--- src/hw/rtl/pdsm_pkg.sv ---
`timescale 1ns / 1ps
`default_nettype none

package pdsm_pkg;

  localparam logic [7:0] FREE_KEY   = 8'hFF;
  localparam int         SLOT_IDX_W = 8;

  typedef enum logic [1:0] {
    CMD_GET  = 2'd0,
    CMD_SET  = 2'd1,
    CMD_NEXT = 2'd2,
    CMD_NONE = 2'd3
  } cmd_t;

  typedef enum logic [1:0] {
    S_IDLE,
    S_SCAN,
    S_DONE
  } fsm_t;

  typedef struct packed {
    logic [1:0] cmd;
    logic [7:0] pin_key;
    logic [7:0] new_state;
    logic [4:0] start_index;
  } in_item_t;

  typedef struct packed {
    logic       status;
    logic [7:0] state_out;
    logic [7:0] found_key;
    logic [4:0] next_index;
  } out_item_t;

  // scan token handed from cell to cell
  typedef struct packed {
    logic                  valid;
    cmd_t                  cmd;
    logic [7:0]            key;
    logic [7:0]            nstate;
    logic [4:0]            start;
    logic                  found;
    logic [7:0]            st;
    logic [7:0]            fkey;
    logic [4:0]            nidx;
    logic                  have_free;
    logic [SLOT_IDX_W-1:0] free_idx;
  } probe_t;

  typedef struct packed {
    logic                  en;
    logic [SLOT_IDX_W-1:0] idx;
    logic [7:0]            key;
    logic [7:0]            state;
  } wb_t;

endpackage

`default_nettype wire

--- src/hw/rtl/pdsm_cell.sv ---
`timescale 1ns / 1ps
`default_nettype none

module pdsm_cell import pdsm_pkg::*; #(
  parameter logic [SLOT_IDX_W-1:0] CELL_IDX = 8'd0
) (
  input  wire logic       clk,
  input  wire logic       rst_n,
  input  wire logic [7:0] highz,
  input  wire wb_t        wb,
  input  wire probe_t     probe_in,
  output probe_t          probe_out
);

  logic [7:0] key_r, key_nxt;
  logic [7:0] state_r, state_nxt;
  probe_t     probe_r, probe_nxt;

  always_comb begin
    probe_nxt = probe_in;
    key_nxt   = key_r;
    state_nxt = state_r;
    if (probe_in.valid && !probe_in.found) begin
      case (probe_in.cmd)
        CMD_GET: begin
          if (key_r != FREE_KEY && key_r == probe_in.key) begin
            probe_nxt.found = 1'b1;
            probe_nxt.st    = state_r;
          end
        end
        CMD_SET: begin
          if (key_r == FREE_KEY) begin
            if (!probe_in.have_free) begin
              probe_nxt.have_free = 1'b1;
              probe_nxt.free_idx  = CELL_IDX;
            end
          end else if (key_r == probe_in.key) begin
            probe_nxt.found = 1'b1;
            if (probe_in.nstate == highz) begin
              key_nxt = FREE_KEY;
            end else begin
              state_nxt = probe_in.nstate;
            end
          end
        end
        CMD_NEXT: begin
          if (key_r != FREE_KEY && CELL_IDX >= {3'd0, probe_in.start}) begin
            probe_nxt.found = 1'b1;
            probe_nxt.fkey  = key_r;
            probe_nxt.st    = state_r;
            probe_nxt.nidx  = 5'(CELL_IDX + 8'd1);
          end
        end
        default: ;
      endcase
    end
    if (wb.en && wb.idx == CELL_IDX) begin
      key_nxt   = wb.key;
      state_nxt = wb.state;
    end
  end

  always_ff @(posedge clk) begin
    if (!rst_n) begin
      key_r         <= FREE_KEY;
      probe_r.valid <= 1'b0;
    end else begin
      key_r   <= key_nxt;
      probe_r <= probe_nxt;
    end
  end

  always_ff @(posedge clk) begin
    state_r <= state_nxt;
  end

  assign probe_out = probe_r;

endmodule

`default_nettype wire

--- config.mk ---
export PLATFORM = sky130hd
export DESIGN_NAME = pdsm_cell
export DESIGN_NICKNAME = d
export VERILOG_FILES = /design/src/hw/rtl/pdsm_pkg.sv /design/src/hw/rtl/pdsm_cell.sv
export SDC_FILE = /design/constraint.sdc
export NUM_CORES = 1
export LEC_CHECK = 0
export ABC_AREA = 0
export BUFFER_PORTS_ARGS = -buffer_cell sky130_fd_sc_hd__buf_2
export CAP_MARGIN = 10
export CORE_MARGIN = 2
export CORE_UTILIZATION = 35
export DETAILED_ROUTE_END_ITERATION = 8
export HOLD_SLACK_MARGIN = 0.05
export PLACE_DENSITY = 0.66
export RECOVER_POWER = 100
export SLEW_MARGIN = 20
export SYNTH_ARGS = -nofsm -noshare
export SYNTH_HDL_FRONTEND = slang
export SYNTH_SLANG_ARGS = --single-unit
--- constraint.sdc ---
create_clock -name clk -period 2.2 [get_ports clk]
set_input_delay 0.33 -clock clk [delete_from_list [all_inputs] [get_ports clk]]
set_output_delay 0.33 -clock clk [all_outputs]
set_load 0.03 [all_outputs]
[Word-level counts from Yosys, hierarchy flattened]
Index checks and enable logic that the tools add are counted.
Cells by class
  $lt $le $gt $ge: 1
  eq/ne operators: 8
  multiplexer cells: 23
  reduce and logical (&&, ||, !) cells: 13
Operator list (count)
  8-bit 2-to-1 mux: 13
  31-bit 2-to-1 mux: 1
  9-bit 2-to-1 mux: 3
  22-bit 2-to-1 mux: 1
  8-bit equality test: 2
  8-bit case mux with 2 select lines: 1
  13-bit 2-to-1 mux: 1
  5-bit AND reduction: 2
  8-bit equality test, second input constant: 1
  8-bit zero test: 1
  8-bit != test, second input constant: 1
  2-bit nonzero test: 4
  1-bit by 5-bit greater-or-equal comparator with 1-bit output, first input constant: 1
  1-bit logical AND: 4
  2-bit by 1-bit != test with 1-bit output, second input constant: 2
  1-bit case mux with 3 select lines: 1
  2-bit by 1-bit equality test with 1-bit output, second input constant: 1
  2-bit equality test, second input constant: 1
  2-bit zero test: 1
  1-bit 2-to-1 mux: 2
  1-bit zero test: 1
Storage, ports and cells
  bits in registers: 71
  bits of input ports: 90
  output and inout port bits: 55
  word-level logic and storage cells: 58

[Depth between registers and ports, before layout]
  depth in word-level cells: 7
  gate-level depth with buffers: 7
  depth with buffers taken out: 5

[Worst setup path before layout]
No wires, ideal clock.
  path kind: register -> register
  from: register key_r[6]
  to: register state_r[0] (enable)
  setup time: 0.387 ns
  arrival: 1.741 ns
  required time: 1.813 ns
  slack: 0.072 ns
  cell stages (with the launch flop): 5
  path buffers: 0
  clock period less this slack: 2.128 ns
  path through: dfxtp_1 -> xor2_1 -> nor4_4 -> nand3_1 -> o31ai_1
On the way
  cells in the longest elaborated chain, start to end: 3
  elaborated cells between the ends (all ways): 5
  those cells by class: 3 x eq/ne; 2 x reduce/logical
RTL lines
  start, declared: RTL line pdsm_cell.sv:15  | logic [7:0] key_r, key_nxt;
  start signal, assigned: RTL line pdsm_cell.sv:68  | key_r <= key_nxt;
  8-bit equality test (on tied branches): RTL line pdsm_cell.sv:32, pdsm_cell.sv:37
  2-bit by 1-bit != test with 1-bit output (no line) or 2-bit nonzero test (tied branches)
  5-bit AND reduction (no line) (*)
  end signal, assigned: RTL line pdsm_cell.sv:74  | state_r <= state_nxt;
  end, declared: RTL line pdsm_cell.sv:16  | logic [7:0] state_r, state_nxt;
Every way passes the cells marked *; elsewhere a longest branch is shown, timed or not.
A chain may end at the register's enable or synchronous reset.

==> metrics.md <==
| Metric | Value |
|---|---|
| Crit path largest cell delay | `0.37 ns` |
| Final Wtd Congestion | `0.7401` |
| Clock sink count | `71` |
| Final min period | `2.019 ns` |
| Critical Path End Type | `flop` |
| WL met2 | `between 3000 and 4000 um` |
| GRT Overall Usage | `14.14%` |
| Slew HR | `roughly 50%` |
| Critical Path AT | `roughly 2.1 ns` |
| Die Wd | `between 90 and 100 um` |
| Initial antenna violation count | `0` |
| CTS HTree Levels | `3` |
| TritonCTS clock tree | `built` |
| Hpwl dp | `4994 um` |
| Final slew viol count | `0` |
| Ranking of synthesized cells by area | `edfxtp_1, dfxtp_1, mux2_2` |
| Maximum VDD drop | `383.9 uV` |
| Hold WC Path Type | `primary input to flop` |
| Yosys top cell area share | `64.36%` |
| Worst-margin pin slew | `between 0.7 and 0.8 ns` |
| Die area | `9008 um2` |
| DR WL/cell | `14.10 um` |
| Setup repair bufs after CTS | `0` |
| Num ports | `145` |
| Antenna Violating Nets Remaining | `0` |
| R2r setup slk | `0.18 ns` |
| Antenna cell count | `0` |
| Synth unique cells | `32` |
| Largest net degree at the start of global routing | `32` |
| WL met3 | `468 um` |
| Number of cell rows | `33` |
| CP Cell Sequence | `xor2_1 -> nor4_4 -> nand3_1 -> a21oi_4 -> mux2_2` |
| Most common cell after layout, fill and taps aside | `clkbuf_1` |
| DR vias | `2038` |
| Commonest non-fill, non-tap cells in the layout | `clkbuf_1, buf_2, edfxtp_1` |
| CTS buffer count | `9` |
| Global-route wire length before repair | `between 9000 and 10000 um` |
| Worst-skew pair later-pin latency | `between 0.3 and 0.4 ns` |
| Yosys Warn Count | `0` |
| Critical path class | `flop to flop` |
| Period utilization | `91.78%` |
| Sum Neg Setup Slack | `0 ns` |
| DRT Wirelength | `6416 um` |
| Fmax | `495.3 MHz` |
| Maxcap violations | `0` |
| Initial core utilization | `35.75%` |
| Post-Synthesis Net Count | `roughly 280` |
| Hold Buf Count CTS | `0` |
| Max layer used | `met4` |
| Area grow syn2layout | `34.73%` |
| CTS root buf | `clkbuf_8` |
| Startpoint class of the critical path | `flop` |
| Initial DRT Pass Iterations | `4` |
| WP data required | `between 2 and 2.5 ns` |
| CORE AREA | `between 8000 and 9000 um2` |
| Final Hold Fails | `0` |
| Slowest cell on crit path | `mux2_2` |
| CTS resizes | `0` |
| Share of post-route cells with drive strength above 1 | `28.86%` |
| Mean post-synth cell area | `around 16 um2` |
| DIE HEIGHT | `94.91 um` |
| Synth area leader | `edfxtp_1` |
| Fin Clk Skew | `0.006072 ns` |
| # DRC | `0` |
| Iter 0 DRT Violations | `67` |
| Nets | `435` |
| Seq/Total Area, Yosys | `70.59%` |
| DR vias/cell | `about 4.5` |
| Clock buffer depth | `2` |
| Status | `complete, no violations` |
| Vias in the first global route | `~2k` |
| IO buf count | `144` |
| Max Fanout on Critical Path | `8` |
| Final cell count without fillers | `455` |
| Cell count after synthesis | `around 190` |
| M1 WL | `2731 um` |
| GRT Residual Overflow | `0` |
| Fillers | `805` |
| RSZ-0062 raised after global routing | `false` |
| Setup violations, final | `0` |
| Leak pwr | `approximately 1.5 nW` |
| Post-Syn Area | `2893 um2` |
| DP Cell Count | `439` |
| Reg clk slew, reported paths | `0.07 ns` |
| Seq cells post-synth | `roughly 70` |
| Pwr dens | `810.5 nW/um2` |
kinds of logic (layout without fill, tap and decap cells):
group | count (synthesis) | count (layout) | synth area share [%]
xor+xnor | 16 | 16 | 4.844
mux | 16 | 16 | 6.748
simple gates | 63 | 63 | 12.41
compound gates | 13 | 13 | 4.109
buf+inv | 6 | 171 | 1.297
flops | 71 | 71 | 70.59
cells in the mapped netlist (all sizes together):
library cell and count:
edfxtp 62, nand2 26, mux2 16, dfxtp 9
nor2b 9, xnor2 9, o22a 8, xor2 7
and2 5, nand4 5, nor4 4, buf 2
inv 2, nand3b 2, nand4b 2, nor3 2
o31ai 2, or2 2, a21o 1, a21oi 1
and3b 1, and4 1, clkbuf 1, clkinv 1
nand2b 1, nand3 1, nor2 1, o211a 1
or3b 1
layout make-up:
| cell class | instances | area, um2 | share of cell area [%] |
|---|---|---|---|
| sequential | 71 | 2042 | 52.39 |
| multi-input combinational | 108 | 792.0 | 20.32 |
| timing repair buffer | 152 | 676.9 | 17.37 |
| tap | 105 | 131.4 | 3.371 |
| clock buffer | 9 | 123.9 | 3.178 |
| clock inverter | 7 | 120.1 | 3.082 |
| inverter | 3 | 11.26 | 0.2889 |
worst paths after layout:
check	startpoint	to	cells after the start
worst max-delay path	key_r[6]	probe_out[22]	5
worst min-delay path	probe_in[34]	probe_out[34]	1
worst max register to register	key_r[6]	probe_out[22]	5
worst min register to register	state_r[5]	probe_out[27]	1
power by group:
group          switching (mW)  leakage, nW  internal [mW]
logic                   0.242        0.685          0.116
registers              0.0169        0.674           1.54
clock network           0.487        0.120          0.757
through the flow:
stage	setup WS, ns	hold WS (ns)	total power, mW	area [um2]	util [%]
3_3_place_gp	0.1244	0.5259	1.973	3791	46.85
5_1_grt	0.06145	0.1655	3.296	3897	48.16
2_1_floorplan	0.07236	0.4289	1.790	2893	-
4_1_cts	0.1518	0.1695	3.230	4035	49.86
3_5_place_dp	0.09171	0.5263	1.977	3791	46.85
6_report	0.1809	0.1912	3.159	3897	48.16
worst max-delay path: cells and delay by family (launching register included):
family | cells | cell delay, ns
flip-flops | 1 | 0.35
AO/OA/AOI/OAI | 1 | 0.32
multiplexers | 1 | 0.37
XOR/XNOR | 1 | 0.19
AND/OR/NAND/NOR | 2 | 0.54
registers in the layout (all words and copies together), names as in the netlist:
name,cells
probe_out,55
state_r,8
key_r,8
metal layers:
layer  vias up  GRT usage [%]
li1       1015              -
met1       930          17.28
met2        83          23.35
met3        10          4.389
met4         0          5.556
met5         -              0
Power figures use the tool's default switching activity.
